### config.mk
export PLATFORM = sky130hd
export DESIGN_NAME = ipv4_rx_header_check_unit
export DESIGN_NICKNAME = d
export VERILOG_FILES = /design/src/rtl/core/ipv4rx_pkg.sv /design/src/rtl/core/ipv4rx_hdr_proc.sv /design/src/rtl/core/ipv4rx_res_fifo.sv /design/src/rtl/core/ipv4_rx_header_check_unit.sv
export VERILOG_INCLUDE_DIRS = /design/src /design/src/rtl/core
export SDC_FILE = /design/constraint.sdc
export NUM_CORES = 1
export LEC_CHECK = 0
export ABC_AREA = 1
export BUFFER_PORTS_ARGS = -buffer_cell sky130_fd_sc_hd__buf_4
export CAP_MARGIN = 20
export CORE_MARGIN = 2
export CORE_UTILIZATION = 59
export DETAILED_ROUTE_END_ITERATION = 8
export PLACE_DENSITY = 0.86
export REMOVE_ABC_BUFFERS = 1
export SETUP_SLACK_MARGIN = 0.3
export SLEW_MARGIN = 30
export SYNTH_ARGS = -nofsm -noshare
export SYNTH_HDL_FRONTEND = slang
export SYNTH_SLANG_ARGS = --single-unit
### constraint.sdc
create_clock -name clk_i -period 8.5 [get_ports clk_i]
set_input_delay 1.7 -clock clk_i [delete_from_list [all_inputs] [get_ports clk_i]]
set_output_delay 1.7 -clock clk_i [all_outputs]
set_load 0.01 [all_outputs]
### src/rtl/core/ipv4_rx_header_check_unit_assert.svh
// Assertion macros shared by the header check RTL.
`ifndef IPV4_RX_HEADER_CHECK_UNIT_ASSERT_SVH
`define IPV4_RX_HEADER_CHECK_UNIT_ASSERT_SVH

// Same-cycle implication, checked outside reset.
`define IPV4RX_ASSERT_NOW(lbl, ante, cons, msg) \
  lbl: assert property (@(posedge clk_i) disable iff (!rst_ni) (ante) |-> (cons)) \
    else $error(msg);

// Next-cycle implication, checked outside reset.
`define IPV4RX_ASSERT_NEXT(lbl, ante, cons, msg) \
  lbl: assert property (@(posedge clk_i) disable iff (!rst_ni) (ante) |=> (cons)) \
    else $error(msg);

`endif

### src/rtl/core/ipv4rx_pkg.sv
`timescale 1ns / 1ps
`default_nettype none

package ipv4rx_pkg;

  typedef enum logic [2:0] {
    VERD_ACCEPT    = 3'd0,
    VERD_SHORT     = 3'd1,
    VERD_VERSION   = 3'd2,
    VERD_IHL       = 3'd3,
    VERD_TOTAL_LEN = 3'd4,
    VERD_CHECKSUM  = 3'd5,
    VERD_NOT_OURS  = 3'd6
  } verdict_e;

  typedef enum logic [1:0] {
    PCLS_ICMP  = 2'd0,
    PCLS_TCP   = 2'd1,
    PCLS_UDP   = 2'd2,
    PCLS_OTHER = 2'd3
  } proto_class_e;

  localparam logic [7:0]  PROTO_ICMP    = 8'd1;
  localparam logic [7:0]  PROTO_TCP     = 8'd6;
  localparam logic [7:0]  PROTO_UDP     = 8'd17;
  localparam logic [3:0]  IP_VERSION    = 4'd4;
  localparam logic [5:0]  MIN_HDR_BYTES = 6'd20;
  localparam logic [15:0] SUM_GOOD      = 16'hFFFF;
  localparam logic [31:0] BCAST_ADDR    = 32'hFFFF_FFFF;

  // Header word positions (16-bit words from the start of the header)
  localparam logic [4:0] WIDX_TOTAL  = 5'd1;
  localparam logic [4:0] WIDX_PROTO  = 5'd4;
  localparam logic [4:0] WIDX_SRC_HI = 5'd6;
  localparam logic [4:0] WIDX_SRC_LO = 5'd7;
  localparam logic [4:0] WIDX_DST_HI = 5'd8;
  localparam logic [4:0] WIDX_DST_LO = 5'd9;

  typedef struct packed {
    verdict_e     verdict;
    proto_class_e proto_class;
    logic [7:0]   proto_num;
    logic [31:0]  src_ip;
    logic [31:0]  dst_ip;
    logic [5:0]   header_bytes;
    logic [15:0]  pay_bytes;
  } res_t;

  function automatic proto_class_e class_of(input logic [7:0] proto);
    proto_class_e cls;
    priority if (proto == PROTO_ICMP) cls = PCLS_ICMP;
    else if (proto == PROTO_TCP) cls = PCLS_TCP;
    else if (proto == PROTO_UDP) cls = PCLS_UDP;
    else cls = PCLS_OTHER;
    return cls;
  endfunction

endpackage

`default_nettype wire

### src/rtl/core/ipv4rx_hdr_proc.sv
`timescale 1ns / 1ps
`default_nettype none

module ipv4rx_hdr_proc
  import ipv4rx_pkg::*;
(
  input  wire logic        clk_i,
  input  wire logic        rst_ni,
  input  wire logic [31:0] local_addr_i,
  input  wire logic        in_valid_i,
  output logic             in_ready_o,
  input  wire logic [15:0] word_i,
  input  wire logic        first_i,
  input  wire logic [15:0] frame_len_i,
  input  wire logic        res_space_i,
  output logic             res_valid_o,
  output res_t             res_o
);

  // Input stage
  logic        s1_valid_q, s1_valid_d;
  logic [15:0] word_q;
  logic        first_q;
  logic [15:0] frame_len_q;
  logic        in_fire, s1_fire;

  // Header state
  logic        in_header_q, in_header_d;
  logic [4:0]  word_index_q, word_index_d;
  logic [4:0]  header_words_q, header_words_d;
  logic [15:0] sum_acc_q, sum_acc_d;
  logic [15:0] frame_bytes_q, frame_bytes_d;
  logic [15:0] total_bytes_q, total_bytes_d;
  logic [7:0]  proto_field_q, proto_field_d;
  logic [31:0] src_field_q, src_field_d;
  logic [31:0] dst_field_q, dst_field_d;

  logic [16:0] sum_wide;
  logic [15:0] sum_fold;
  logic [5:0]  hb_first;
  logic [5:0]  hb_res;
  logic        emit;
  logic        early;
  verdict_e    verd;

  assign in_ready_o = !s1_valid_q || res_space_i;
  assign in_fire    = in_valid_i && in_ready_o;
  assign s1_fire    = s1_valid_q && res_space_i;

  always_comb begin
    s1_valid_d = s1_valid_q;
    if (in_fire) begin
      s1_valid_d = 1'b1;
    end else if (s1_fire) begin
      s1_valid_d = 1'b0;
    end
  end

  assign hb_first = {word_q[11:8], 2'b00};
  assign sum_wide = {1'b0, sum_acc_q} + {1'b0, word_q};
  assign sum_fold = sum_wide[15:0] + {15'd0, sum_wide[16]};

  always_comb begin
    in_header_d    = in_header_q;
    word_index_d   = word_index_q;
    header_words_d = header_words_q;
    sum_acc_d      = sum_acc_q;
    frame_bytes_d  = frame_bytes_q;
    total_bytes_d  = total_bytes_q;
    proto_field_d  = proto_field_q;
    src_field_d    = src_field_q;
    dst_field_d    = dst_field_q;
    emit           = 1'b0;
    verd           = VERD_ACCEPT;

    if (s1_fire) begin
      if (first_q) begin
        frame_bytes_d  = frame_len_q;
        header_words_d = {word_q[11:8], 1'b0};
        word_index_d   = 5'd1;
        sum_acc_d      = word_q;
        total_bytes_d  = 16'd0;
        proto_field_d  = 8'd0;
        src_field_d    = 32'd0;
        dst_field_d    = 32'd0;
        in_header_d    = 1'b1;
        priority if (frame_len_q < {10'd0, MIN_HDR_BYTES}) begin
          emit = 1'b1;
          verd = VERD_SHORT;
        end else if (word_q[15:12] != IP_VERSION) begin
          emit = 1'b1;
          verd = VERD_VERSION;
        end else if (hb_first < MIN_HDR_BYTES || {10'd0, hb_first} > frame_len_q) begin
          emit = 1'b1;
          verd = VERD_IHL;
        end else begin
          emit = 1'b0;
        end
      end else if (in_header_q) begin
        sum_acc_d    = sum_fold;
        word_index_d = word_index_q + 5'd1;
        unique case (word_index_q)
          WIDX_TOTAL:  total_bytes_d = word_q;
          WIDX_PROTO:  proto_field_d = word_q[7:0];
          WIDX_SRC_HI: src_field_d   = {word_q, src_field_q[15:0]};
          WIDX_SRC_LO: src_field_d   = {src_field_q[31:16], word_q};
          WIDX_DST_HI: dst_field_d   = {word_q, dst_field_q[15:0]};
          WIDX_DST_LO: dst_field_d   = {dst_field_q[31:16], word_q};
          default: ;
        endcase
        priority if (word_index_q == WIDX_TOTAL &&
                     (word_q > frame_bytes_q ||
                      word_q < {10'd0, header_words_q, 1'b0})) begin
          emit = 1'b1;
          verd = VERD_TOTAL_LEN;
        end else if (word_index_d >= header_words_q) begin
          emit = 1'b1;
          priority if (sum_fold != SUM_GOOD) begin
            verd = VERD_CHECKSUM;
          end else if (local_addr_i != 32'd0 && dst_field_d != local_addr_i &&
                       dst_field_d != BCAST_ADDR) begin
            verd = VERD_NOT_OURS;
          end else begin
            verd = VERD_ACCEPT;
          end
        end else begin
          emit = 1'b0;
        end
      end
      if (emit) begin
        in_header_d = 1'b0;
      end
    end
  end

  assign early  = (verd == VERD_SHORT) || (verd == VERD_VERSION) ||
                  (verd == VERD_IHL) || (verd == VERD_TOTAL_LEN);
  assign hb_res = {header_words_d, 1'b0};

  always_comb begin
    res_valid_o        = emit;
    res_o.verdict      = verd;
    res_o.proto_class  = early ? PCLS_OTHER : class_of(proto_field_d);
    res_o.proto_num    = early ? 8'd0 : proto_field_d;
    res_o.src_ip       = early ? 32'd0 : src_field_d;
    res_o.dst_ip       = early ? 32'd0 : dst_field_d;
    res_o.header_bytes = hb_res;
    res_o.pay_bytes    = (verd == VERD_ACCEPT) ? (total_bytes_d - {10'd0, hb_res}) : 16'd0;
  end

  always_ff @(posedge clk_i or negedge rst_ni) begin
    if (!rst_ni) begin
      s1_valid_q     <= 1'b0;
      in_header_q    <= 1'b0;
      word_index_q   <= 5'd0;
      header_words_q <= 5'd0;
    end else begin
      s1_valid_q     <= s1_valid_d;
      in_header_q    <= in_header_d;
      word_index_q   <= word_index_d;
      header_words_q <= header_words_d;
    end
  end

  // Datapath: hold the beat and header fields, no reset needed
  always_ff @(posedge clk_i) begin
    if (in_fire) begin
      word_q      <= word_i;
      first_q     <= first_i;
      frame_len_q <= frame_len_i;
    end
    sum_acc_q     <= sum_acc_d;
    frame_bytes_q <= frame_bytes_d;
    total_bytes_q <= total_bytes_d;
    proto_field_q <= proto_field_d;
    src_field_q   <= src_field_d;
    dst_field_q   <= dst_field_d;
  end

  `include "ipv4_rx_header_check_unit_assert.svh"

  `IPV4RX_ASSERT_NOW(a_index_in_header, in_header_q, word_index_q < header_words_q, "word index past header end")
  `IPV4RX_ASSERT_NOW(a_early_zero_fields, res_valid_o && early, res_o.src_ip == 32'd0 && res_o.dst_ip == 32'd0 && res_o.proto_class == PCLS_OTHER, "early verdict with header fields")
  `IPV4RX_ASSERT_NOW(a_payload_on_accept, res_valid_o && res_o.verdict != VERD_ACCEPT, res_o.pay_bytes == 16'd0, "payload length on rejected packet")
  `IPV4RX_ASSERT_NEXT(a_emit_closes, res_valid_o, !in_header_q, "header still open after verdict")

endmodule

`default_nettype wire

### src/rtl/core/ipv4rx_res_fifo.sv
`timescale 1ns / 1ps
`default_nettype none

module ipv4rx_res_fifo
  import ipv4rx_pkg::*;
(
  input  wire logic clk_i,
  input  wire logic rst_ni,
  input  wire logic push_i,
  input  res_t      push_data_i,
  output logic      space_o,
  output logic      out_valid_o,
  input  wire logic out_ready_i,
  output res_t      out_data_o
);

  res_t       slot_q [2];
  logic       wr_ptr_q, wr_ptr_d;
  logic       rd_ptr_q, rd_ptr_d;
  logic [1:0] count_q, count_d;
  logic       pop;

  assign space_o     = (count_q != 2'd2);
  assign out_valid_o = (count_q != 2'd0);
  assign out_data_o  = slot_q[rd_ptr_q];
  assign pop         = out_valid_o && out_ready_i;

  always_comb begin
    wr_ptr_d = push_i ? ~wr_ptr_q : wr_ptr_q;
    rd_ptr_d = pop ? ~rd_ptr_q : rd_ptr_q;
    count_d  = count_q + {1'b0, push_i} - {1'b0, pop};
  end

  always_ff @(posedge clk_i or negedge rst_ni) begin
    if (!rst_ni) begin
      wr_ptr_q <= 1'b0;
      rd_ptr_q <= 1'b0;
      count_q  <= 2'd0;
    end else begin
      wr_ptr_q <= wr_ptr_d;
      rd_ptr_q <= rd_ptr_d;
      count_q  <= count_d;
    end
  end

  always_ff @(posedge clk_i) begin
    if (push_i) begin
      slot_q[wr_ptr_q] <= push_data_i;
    end
  end

  `include "ipv4_rx_header_check_unit_assert.svh"

  `IPV4RX_ASSERT_NOW(a_no_overflow, push_i, count_q != 2'd2, "result pushed into full queue")
  `IPV4RX_ASSERT_NOW(a_count_range, 1'b1, count_q != 2'd3, "result queue count out of range")
  `IPV4RX_ASSERT_NEXT(a_drain_last, pop && !push_i && count_q == 2'd1, count_q == 2'd0, "queue did not drain")

endmodule

`default_nettype wire

### src/rtl/core/ipv4_rx_header_check_unit.sv
`timescale 1ns / 1ps
`default_nettype none

// IPv4 receive header checker. Feed the datagram one big-endian 16-bit word per beat,
// with first_i set on the first word (frame_len_i is sampled there); one verdict beat
// comes out per datagram, after the last header word or earlier on a short frame, bad
// version, bad IHL or bad total length. Payload words after the header give no result.
// It takes one word every cycle while in_ready_o is high: each beat is registered,
// checked combinationally against the running checksum and latched fields, and its
// verdict goes into a two-entry result queue. in_ready_o drops only while that queue
// is full and a beat waits in the input register. local_addr sits at APB address 0
// (zero accepts any destination); write it only while the block idles (not enforced).
module ipv4_rx_header_check_unit
  import ipv4rx_pkg::*;
(
  input  wire logic        clk_i,
  input  wire logic        rst_ni,
  // APB configuration
  input  wire logic        psel,
  input  wire logic        penable,
  input  wire logic        pwrite,
  input  wire logic [2:0]  paddr,
  input  wire logic [31:0] pwdata,
  output logic [31:0]      prdata,
  output logic             pready,
  // Word input
  input  wire logic        in_valid_i,
  output logic             in_ready_o,
  input  wire logic [15:0] word_i,
  input  wire logic        first_i,
  input  wire logic [15:0] frame_len_i,
  // Verdict output
  output logic             out_valid_o,
  input  wire logic        out_ready_i,
  output logic [2:0]       verdict_o,
  output logic [1:0]       proto_class_o,
  output logic [7:0]       proto_num_o,
  output logic [31:0]      src_ip_o,
  output logic [31:0]      dst_ip_o,
  output logic [5:0]       header_bytes_o,
  output logic [15:0]      pay_bytes_o
);

  logic [31:0] local_addr_q, local_addr_d;
  logic        reg_sel;
  logic        res_valid;
  logic        res_space;
  res_t        res;
  res_t        out_res;

  assign reg_sel = (paddr[2] == 1'b0);
  assign pready  = 1'b1;
  assign prdata  = reg_sel ? local_addr_q : 32'd0;

  always_comb begin
    local_addr_d = local_addr_q;
    if (psel && penable && pwrite && reg_sel) begin
      local_addr_d = pwdata;
    end
  end

  always_ff @(posedge clk_i or negedge rst_ni) begin
    if (!rst_ni) begin
      local_addr_q <= 32'd0;
    end else begin
      local_addr_q <= local_addr_d;
    end
  end

  ipv4rx_hdr_proc u_proc (
    .clk_i        (clk_i),
    .rst_ni       (rst_ni),
    .local_addr_i (local_addr_q),
    .in_valid_i   (in_valid_i),
    .in_ready_o   (in_ready_o),
    .word_i       (word_i),
    .first_i      (first_i),
    .frame_len_i  (frame_len_i),
    .res_space_i  (res_space),
    .res_valid_o  (res_valid),
    .res_o        (res)
  );

  ipv4rx_res_fifo u_res_fifo (
    .clk_i       (clk_i),
    .rst_ni      (rst_ni),
    .push_i      (res_valid),
    .push_data_i (res),
    .space_o     (res_space),
    .out_valid_o (out_valid_o),
    .out_ready_i (out_ready_i),
    .out_data_o  (out_res)
  );

  assign verdict_o      = out_res.verdict;
  assign proto_class_o  = out_res.proto_class;
  assign proto_num_o    = out_res.proto_num;
  assign src_ip_o       = out_res.src_ip;
  assign dst_ip_o       = out_res.dst_ip;
  assign header_bytes_o = out_res.header_bytes;
  assign pay_bytes_o    = out_res.pay_bytes;

endmodule

`default_nettype wire
After elaboration in Yosys (flattened, before gate mapping) --
Memory sizes are Yosys's and may differ from the RTL's. Index checks and enable logic that the tools add are counted.
Word-level totals: RAM bits 196, word-level logic and storage cells 135, output and inout port bits 134, bits of input ports 75, memories 1, bits in registers 201
Operators by class: magnitude comparators 6, add/sub/neg operators 6, bitwise operators 3, eq/ne operators 18, mux-type cells 59, reductions and logical operators 25
Memory list:
- u_res_fifo.slot_q | words 2, bits a word 98, rd ports 1, clocked after Yosys merged registers in 0, write ports 1, RTL line ipv4rx_res_fifo.sv:17 | res_t slot_q [2];
Operator list (number):
- 2-to-1 mux 32 bit | 12
- case mux 32 bit (2 select lines) | 2
- 2-to-1 mux 16 bit | 7
- 2-to-1 mux 8 bit | 5
- != test 32 bit | 1
- != test 32 bit, second input constant | 1
- nonzero test 32 bit | 1
- 2-to-1 mux 3 bit | 9
- 2-to-1 mux 5 bit | 4
- adder 16 x 16 -> 17 bit | 1
- adder 16 x 1 -> 16 bit | 1
- > comparator 16 bit | 1
- > comparator 6 x 16 -> 1 bit | 1
- < comparator 16 x 5 -> 1 bit, second input constant | 1
- < comparator 16 x 6 -> 1 bit | 1
- 2-to-1 mux 1 bit | 16
- != test 16 bit, second input constant | 1
- subtractor 16 x 6 -> 16 bit | 1
- equality test 5 x 3 -> 1 bit, second input constant | 3
- equality test 5 x 4 -> 1 bit, second input constant | 2
- logical AND 1 bit | 9
- equality test 8 x 1 -> 1 bit, second input constant | 1
- equality test 8 x 3 -> 1 bit, second input constant | 1
- equality test 8 x 5 -> 1 bit, second input constant | 1
- 18 further kinds | 34

Longest topological paths before layout --
Gate-level depths: netlist of the first run.
word-level depth 20, depth in mapped cells 34, mapped depth without buffers 34

Cells and area by module --
A second synthesis of the first run with hierarchy kept.
Unflattened totals: cells, all modules 2312, area, all modules 19820.3 sq um
By module, submodules not included:
- ipv4rx_hdr_proc | seq. area each 4013.8 sq um, area each 10780.3 sq um, instances 1, cells each 1554
- ipv4rx_res_fifo | seq. area each 6045.8 sq um, area each 7453.4 sq um, instances 1, cells each 546
- ipv4_rx_header_check_unit | seq. area each 800.8 sq um, area each 1586.5 sq um, instances 1, cells each 212

Worst setup path after synthesis of the first run --
OpenSTA, ideal clock, no wires.
path kind flip-flop to flip-flop, start register u_proc.word_q[11], end memory u_res_fifo.slot_q[1][0] in the netlist's numbering, enable pin, data required time 7943 ps, setup slack 2042 ps, setup time 557 ps, buffers on the path 0, clock period less this slack 6458 ps, data arrival time 5901 ps, stages on the path, launching flop included 15, cell sequence edfxtp_1 ha_1 nand2_1 o21a_1 o21ai_0 nand3_1 nand3_1 nand2_1 nand2_1 nand2_1 nand2_1 a21oi_1 inv_1 nand3_1 nor2_1
Between the ends: longest elaborated chain between the ends 10, elaborated cells on any way between the ends 17, classes of those cells 4 x order compare; 10 x mux; 3 x reduce/logical
RTL lines:
- from (decl) | RTL line ipv4rx_hdr_proc.sv:22 | logic [15:0] word_q;
- from (signal assigned) | RTL line ipv4rx_hdr_proc.sv:168 | word_q <= word_i;
- > comparator 6 x 16 -> 1 bit, or another cell as far along | RTL line ipv4rx_hdr_proc.sv:93 | end else if (hb_first < MIN_HDR_BYTES || {10'd0, hb_first} > frame_len_q) begin
- logical OR 1 bit, on equally long branches | RTL line ipv4rx_hdr_proc.sv:93, ipv4rx_hdr_proc.sv:112
- 2-to-1 mux 1 bit or logical AND 1 bit (tied branches) | RTL line ipv4rx_hdr_proc.sv:93, ipv4rx_hdr_proc.sv:111
- 2-to-1 mux 1 bit, on equally long branches | RTL line ipv4rx_hdr_proc.sv:90, ipv4rx_hdr_proc.sv:111
- 2-to-1 mux 1 bit, on equally long branches | RTL line ipv4rx_hdr_proc.sv:87, ipv4rx_hdr_proc.sv:99
- 2-to-1 mux 1 bit * | RTL line ipv4rx_hdr_proc.sv:77 | if (first_q) begin
- 2-to-1 mux 1 bit * (2 in series) | RTL line ipv4rx_hdr_proc.sv:76 | if (s1_fire) begin
- 2-to-1 mux 1 bit * | RTL line ipv4rx_res_fifo.sv:47 | if (push_i) begin
- 2-to-1 mux 1 bit (implied by the code) * | RTL line ipv4rx_res_fifo.sv:48 | slot_q[wr_ptr_q] <= push_data_i;
- to (decl) | RTL line ipv4rx_res_fifo.sv:17
Every way passes the cells marked *; elsewhere a longest branch is shown, timed or not. The select of a mux whose other input is x is not followed.

==> impl_metrics.json, run 1 <==
{
  "clk_pin_slew_ns": 0.06,
  "yosysTopAreaCell": "edfxtp_1",
  "cts_buffer_depth": 3,
  "path_max_fanout": 57,
  "max_stage_delay_ns": 0.65,
  "clk_latency_ns": 0.54,
  "drt_pass1_iterations": 5,
  "drc": 0,
  "drt_iter0_drc": 1577,
  "routedWlPerCell_um": 17.4,
  "area_growth_syn_to_layout_pct": 17.0,
  "layout.nets": 2554,
  "synth-adder-area-share_pct": 3.96,
  "crit_required_ns": 8.72,
  "path_common_cell": "nand2_1",
  "dp_hpwl_um": 34000,
  "finalCriticalPeriod_ns": 6.19,
  "pin_count": 209,
  "final_core_util_pct": 69.9,
  "core_area_um2": 32400,
  "grt_first_pass_wirelength_um": 78900,
  "synth_compound_area_share_pct": 8.44,
  "hold_viol_final": 0,
  "criticalPathCategory": "reg2reg",
  "synth_top_family_by_area": "simple AND/OR/NAND/NOR gates",
  "slew-limit-headroom_pct": 38.2,
  "worstPathArrival_ns": 6.41,
  "avgSynthCellArea_um2": 8.68,
  "gp_congestion": 0.904,
  "async_flop_share_pct": 12.1,
  "synthMuxAreaShare_pct": 0,
  "cts_tree": "built",
  "finalMaxSlewViolations": 0,
  "tightest_slew_ns": 0.916,
  "gr-total-overflow": 0,
  "viasPerCell": 5.52,
  "grt_pass1_vias": 15629,
  "whs_ns": 0.454,
  "grt_max_degree": 99,
  "peakVddDrop_mv": 0.216,
  "port_buffers": 204,
  "fin_area_um2": 22600,
  "syn_inst": 2227,
  "track_usage_pct": 29.5,
  "htreeDepth": 2,
  "dieArea_um2": 34200,
  "clockRootBuffer": "clkbuf_16",
  "synthXorXnorAreaFrac_pct": 0.997,
  "postCtsSetupRepairBufs": 0,
  "dieWidth_um": 185,
  "p_leak_nw": 10.2,
  "fmax_ghz": 0.162,
  "dr_total_vias": 15956,
  "critPathLaunchType": "flop",
  "maxCapViolCount": 0,
  "rows": 66,
  "ys_top_cells_by_area": "edfxtp_1 41%, nand2_1 13%, dfxtp_1 9.1%, dfrtp_1 6.2%, inv_1 6.2%",
  "total_power_mw": 7.99,
  "place_inst": 2818,
  "synth_top_flop_cell": "edfxtp_1",
  "routed_wl_um": 50300,
  "fin_ws_ns": 2.31,
  "setup_violations": 0,
  "rsz0062_at_grt": "false",
  "fin_setup_tns_ns": 0,
  "clock_sinks": 397,
  "ant_nets": 0,
  "finClkSkew_ns": 0.0180,
  "synthSimpleGateAreaFrac_pct": 22.3,
  "hold_path.class": "reg2reg",
  "synth_cell_types": 46,
  "finalCritPeriodShare_pct": 72.8,
  "antennaDiodeCount": 0,
  "synth_edf_count": 261,
  "final_common_cell": "nand2_1",
  "placed_cell_area_um2": 21200,
  "end_kind": "flop",
  "p_per_area_nw_per_um2": 353,
  "ys_warn_count": 0,
  "antenna_found_initial": 0,
  "cts-resized-gates": 0,
  "dp_slack_ns": 2.48,
  "synth_top_area_share_pct": 40.6,
  "final_layout_size_suffix_gt1_share_pct": 14.1,
  "layout_common_cells": "659 x nand2_1, 318 x inv_1, 261 x edfxtp_1, 222 x buf_4, 210 x nor2_1",
  "slowest_stage": "buf_4",
  "cts_made_buffers": 41,
  "start_util_pct": 59.7,
  "status": "finished clean",
  "die_height_um": 185,
  "netlist_area_um2": 19300,
  "stdcell_count": 2893,
  "ys_seq_area_share_pct": 55.9,
  "ys_ff_latch": 397,
  "hold_buffers": 0
}
routing by layer:
metal	wire length [um]	track usage (%)	share of wire, %	vias up
met1	20700	39.1	41	7416
met2	23400	48.2	46	812
met4	1890	12.7	3.7	0
met5	0	0	0	-
met3	4340	5.13	8.6	123
li1	-	-	-	7605
cell type report:
| cell class | instances | area, um^2 |
|---|---|---|
| fill | 2400 | 9760 |
| tap | 442 | 553 |
| multi-input combinational | 1424 | 6940 |
| timing repair buffer | 223 | 1680 |
| sequential | 397 | 10800 |
| clock inverter | 18 | 193 |
| clock buffer | 57 | 1200 |
| inverter | 332 | 1250 |
state kept, by name, summed over array words and instances (netlist names):
signal,flops
local_addr_q,32
u_proc.dst_field_q,32
u_proc.first_q,1
u_proc.frame_bytes_q,16
u_proc.frame_len_q,16
u_proc.header_words_q,5
u_proc.in_header_q,1
u_proc.proto_field_q,8
u_proc.s1_valid_q,1
u_proc.src_field_q,32
u_proc.sum_acc_q,16
u_proc.total_bytes_q,16
u_proc.word_index_q,5
u_proc.word_q,16
u_res_fifo.count_q,2
u_res_fifo.rd_ptr_q,1
u_res_fifo.slot_q,196
u_res_fifo.wr_ptr_q,1
cell families after synthesis:
family | Yosys count
adder cells (fa/ha/maj) | 60
AND/OR/NAND/NOR | 1051
other | 2
XOR/XNOR | 22
AO/OA/AOI/OAI | 289
buffers and inverters | 406
flip-flops | 397
worst paths after layout:
| path | start | endpoint | slack [ns] | depth (start not counted) |
|---|---|---|---|---|
| setup reg to reg | u_proc.word_q[0] | u_res_fifo.slot_q[1][76] | 2.31 | 33 |
| hold / removal | u_proc.frame_len_q[9] | u_proc.frame_bytes_q[9] | 0.45 | 0 |
| hold reg to reg | u_proc.frame_len_q[9] | u_proc.frame_bytes_q[9] | 0.45 | 0 |
| max in group asynchronous | rst_ni | u_res_fifo.rd_ptr_q | 6.82 | 1 |
| setup / recovery | u_proc.word_q[0] | u_res_fifo.slot_q[1][76] | 2.31 | 33 |
| min in group asynchronous | rst_ni | local_addr_q[4] | 1.17 | 1 |
report_power, final:
group | switching [mW] | leakage, nW | internal, mW
combinational | 2.25 | 5.86 | 1.12
sequential | 0.183 | 3.71 | 2.62
clock | 0.740 | 0.678 | 1.08
total | 3.17 | 10.2 | 4.82
critical path: cells and delay by family (launching register included):
| family | cells | cell delay [ns] |
|---|---|---|
| adder cells (fa/ha/maj) | 3 | 0.99 |
| flip-flops | 1 | 0.63 |
| buffers and inverters | 4 | 0.92 |
| AO/OA/AOI/OAI | 3 | 0.50 |
| AND/OR/NAND/NOR | 23 | 2.80 |
Yosys cell counts (all sizes together) (2+ instances only):
| master | number |
|---|---|
| a21oi | 152 |
| a22oi | 20 |
| and2 | 5 |
| buf | 28 |
| clkbuf | 46 |
| clkinv | 3 |
| conb | 2 |
| dfrtp | 48 |
| dfxtp | 88 |
| edfxtp | 261 |
| fa | 2 |
| ha | 58 |
| inv | 329 |
| nand2 | 667 |
| nand3 | 84 |
| nand3b | 6 |
| nand4 | 17 |
| nor2 | 229 |
| nor3 | 30 |
| nor4 | 10 |
| o211ai | 7 |
| o21a | 4 |
| o21ai | 56 |
| o21bai | 2 |
| o22ai | 45 |
| or2 | 2 |
| xnor2 | 5 |
| xor2 | 17 |
(Power assumes the default switching activity.)
==> inputs of run 2 (changes only) <==
--- a/config.mk
+++ b/config.mk
@@ -10,9 +10,9 @@
 export BUFFER_PORTS_ARGS = -buffer_cell sky130_fd_sc_hd__buf_4
 export CAP_MARGIN = 20
 export CORE_MARGIN = 2
-export CORE_UTILIZATION = 59
+export CORE_UTILIZATION = 54
 export DETAILED_ROUTE_END_ITERATION = 8
-export PLACE_DENSITY = 0.86
+export PLACE_DENSITY = 0.83
 export REMOVE_ABC_BUFFERS = 1
 export SETUP_SLACK_MARGIN = 0.3
 export SLEW_MARGIN = 30
==> constraint.sdc (replaced) <==
create_clock -name clk_i -period 5.2 [get_ports clk_i]
set_input_delay 1.04 -clock clk_i [delete_from_list [all_inputs] [get_ports clk_i]]
set_output_delay 1.04 -clock clk_i [all_outputs]
set_load 0.01 [all_outputs]
==> run 2 against run 1 <==
  * Setup slack worse by 1.8 ns
  * Routed wire length up 1.8%
  * Sequential cell count unchanged
  * Combinational power up 72%
  * Global-route usage down 2.2 points
  * Hold slack worse by 0.0044 ns
  * Sequential power up 61%
  * Cell count up 1.4%
  * Non-clock buffer count up 22
  * Core utilization down 5.0 points
  * Critical path depth up 1
==> impl_metrics.json, run 2 (synthesis gave the netlist of run 1 again) <==
{
  "finalCritPeriodShare_pct": 89.7,
  "total_power_mw": 13.2,
  "met1_usage_pct": 35.8,
  "grt_busiest_layer": "met2",
  "finalCriticalPeriod_ns": 4.67,
  "rows": 69,
  "routedWlPerCell_um": 17.4,
  "critPathLaunchType": "flop",
  "netSwitchingFraction_pct": 40.0,
  "cts_tree": "built",
  "crit_required_ns": 5.46,
  "stdcell_count": 2934,
  "clk_latency_ns": 0.55,
  "clk_pin_slew_ns": 0.06,
  "place_inst": 2852,
  "setup_violations": 0,
  "seqPwrFrac_pct": 34.2,
  "clock_sinks": 397,
  "p_per_area_nw_per_um2": 574,
  "gp_congestion": 0.952,
  "gr-total-overflow": 0,
  "hold_start": "u_proc.frame_len_q[11]",
  "min_delay_worst_endpoint": "u_proc.frame_bytes_q[11]",
  "fin_area_um2": 23000,
  "hold_buffers": 0,
  "largest-register": "u_res_fifo.slot_q",
  "core_area_um2": 35400,
  "whs_path_depth": 0,
  "clockPowerShare_pct": 21.9,
  "grt_use_met2_pct": 45.3,
  "track_usage_pct": 27.4,
  "fillCellCount": 2760,
  "finalMaxSlewViolations": 0,
  "end_kind": "flop",
  "drt_pass1_iterations": 6,
  "slowest_stage": "edfxtp_1",
  "path_max_fanout": 20,
  "grt_first_pass_wirelength_um": 78500,
  "dr_total_vias": 16001,
  "clockRootBuffer": "clkbuf_16",
  "ant_nets": 0,
  "drc": 0,
  "fmax_ghz": 0.214,
  "r2r_slack_ns": 0.53,
  "grt_max_degree": 99,
  "internal-power_mw": 7.91,
  "dieWidth_um": 193,
  "rsz0062_at_grt": "false",
  "final_layout_size_suffix_gt1_share_pct": 15.9,
  "dp_slack_ns": 0.131,
  "fin_ws_ns": 0.534,
  "finClkSkew_ns": 0.0247,
  "layout.nets": 2576,
  "port_buffers": 204,
  "r2r.worst_path.cells": 34,
  "tightest_slew_ns": 0.856,
  "routed_wl_um": 51200,
  "maxCapViolCount": 0,
  "placed_cell_area_um2": 21400,
  "status": "finished clean",
  "grt_use_met3_pct": 5.63,
  "grt_pass1_vias": 15157,
  "cts_made_buffers": 40,
  "area_growth_syn_to_layout_pct": 18.8,
  "antenna_found_initial": 1,
  "p_sw_mw": 5.27,
  "hold_path.class": "reg2reg",
  "final_common_cell": "nand2_1",
  "drt_iter0_drc": 1521,
  "layout_common_cells": "650 x nand2_1, 315 x inv_1, 261 x edfxtp_1, 237 x buf_4, 200 x nor2_1",
  "viasPerCell": 5.45,
  "hold_viol_final": 0,
  "start_util_pct": 54.6,
  "reg2reg_to": "u_res_fifo.slot_q[1][94]",
  "cts_buffer_depth": 3,
  "peakVddDrop_mv": 0.434,
  "dp_hpwl_um": 34800,
  "criticalPathCategory": "reg2reg",
  "multiInputGateArea_um2": 7060,
  "seqCellArea_um2": 10800,
  "max_stage_delay_ns": 0.42,
  "combPwrFrac_pct": 43.9,
  "r2r-start": "u_proc.word_q[0]",
  "worstPathArrival_ns": 4.93,
  "pin_count": 209,
  "p_leak_nw": 10.4,
  "largest_reg_flops": 196,
  "die_height_um": 193,
  "slew-limit-headroom_pct": 42.9,
  "dieArea_um2": 37300,
  "htreeDepth": 2
}
run 2: cell types whose count changed in the layout (fill, tap and decap cells not counted), moves of 4 or more:
cell and delta:
nor2_2 +7, nand2_2 +8, ha_1 -4, buf_12 +6
buf_4 +15, nand2_1 -9, nor2_1 -10, clkbuf_1 +4
run 2: worst max path at each step:
stage | startpoint | endpoint | slack, ns | cells after the start
after floorplan | u_proc.word_q[11] | u_res_fifo.slot_q[1][0] | -1.28 | 14
after global placement | u_proc.word_q[0] | u_res_fifo.slot_q[0][94] | 0.32 | 34
after detailed placement | u_proc.word_q[0] | u_res_fifo.slot_q[1][75] | 0.13 | 32
after CTS | u_proc.word_q[0] | u_res_fifo.slot_q[0][94] | 0.32 | 34
after global routing | u_proc.word_q[0] | u_res_fifo.slot_q[0][94] | 0.20 | 33
final | u_proc.word_q[0] | u_res_fifo.slot_q[1][94] | 0.53 | 34
run 2: layer usage:
metal | up-vias | wire length, um
met2 | 815 | 24000
met3 | 125 | 4790
met1 | 7402 | 20600
li1 | 7659 | -
met5 | - | 0
met4 | 0 | 1830
run 2: worst max-delay path: cells and delay by family (launching register included):
kind | cells | cell delay, ns
simple gates | 24 | 2.20
fa+ha+maj | 4 | 0.92
buf+inv | 4 | 0.53
flops | 1 | 0.42
compound gates | 2 | 0.32
run 2: cell type report:
class                      count  share of cell area [%]
sequential                   397                    47.1
antenna                        1                  0.0109
inverter                     332                    5.45
timing repair buffer         245                    8.47
multi-input combinational   1424                    30.8
clock buffer                  57                    4.94
tap                          461                    2.51
timing repair inverter         1                  0.0218
clock inverter                16                   0.774
run 2: repair_timing:
| action | CTS | global route |
|---|---|---|
| hold endpoints to repair | 0 | 0 |
| gates cloned | 1 | 1 |
| pin swaps | 1 | 6 |
| gates resized for setup | 3 | 35 |
| setup endpoints to repair | 126 | 180 |
| setup buffers | 3 | 3 |
run 2: power groups by stage:
| stage | Sequential [mW] | Clock [mW] | Combinational [mW] |
|---|---|---|---|
| finish | 4.51 | 2.88 | 5.79 |
| global route | 4.57 | 3.03 | 6.43 |
| CTS | 4.50 | 2.90 | 5.64 |
| detailed placement | 4.56 | 0 | 5.58 |
| global placement | 4.54 | 0 | 5.42 |
| floorplan | 4.66 | 0 | 3.40 |
run 2: metrics by stage:
| step | hold slack, ns | utilization [%] | setup TNS, ns |
|---|---|---|---|
| global placement | 0.434 | 60.5 | 0 |
| CTS | 0.450 | 64.4 | 0 |
| detailed placement | 0.435 | 60.5 | 0 |
| floorplan | 0.421 | - | -248.63 |
| finish | 0.449 | 64.8 | 0 |
| global route | 0.470 | 64.8 | 0 |
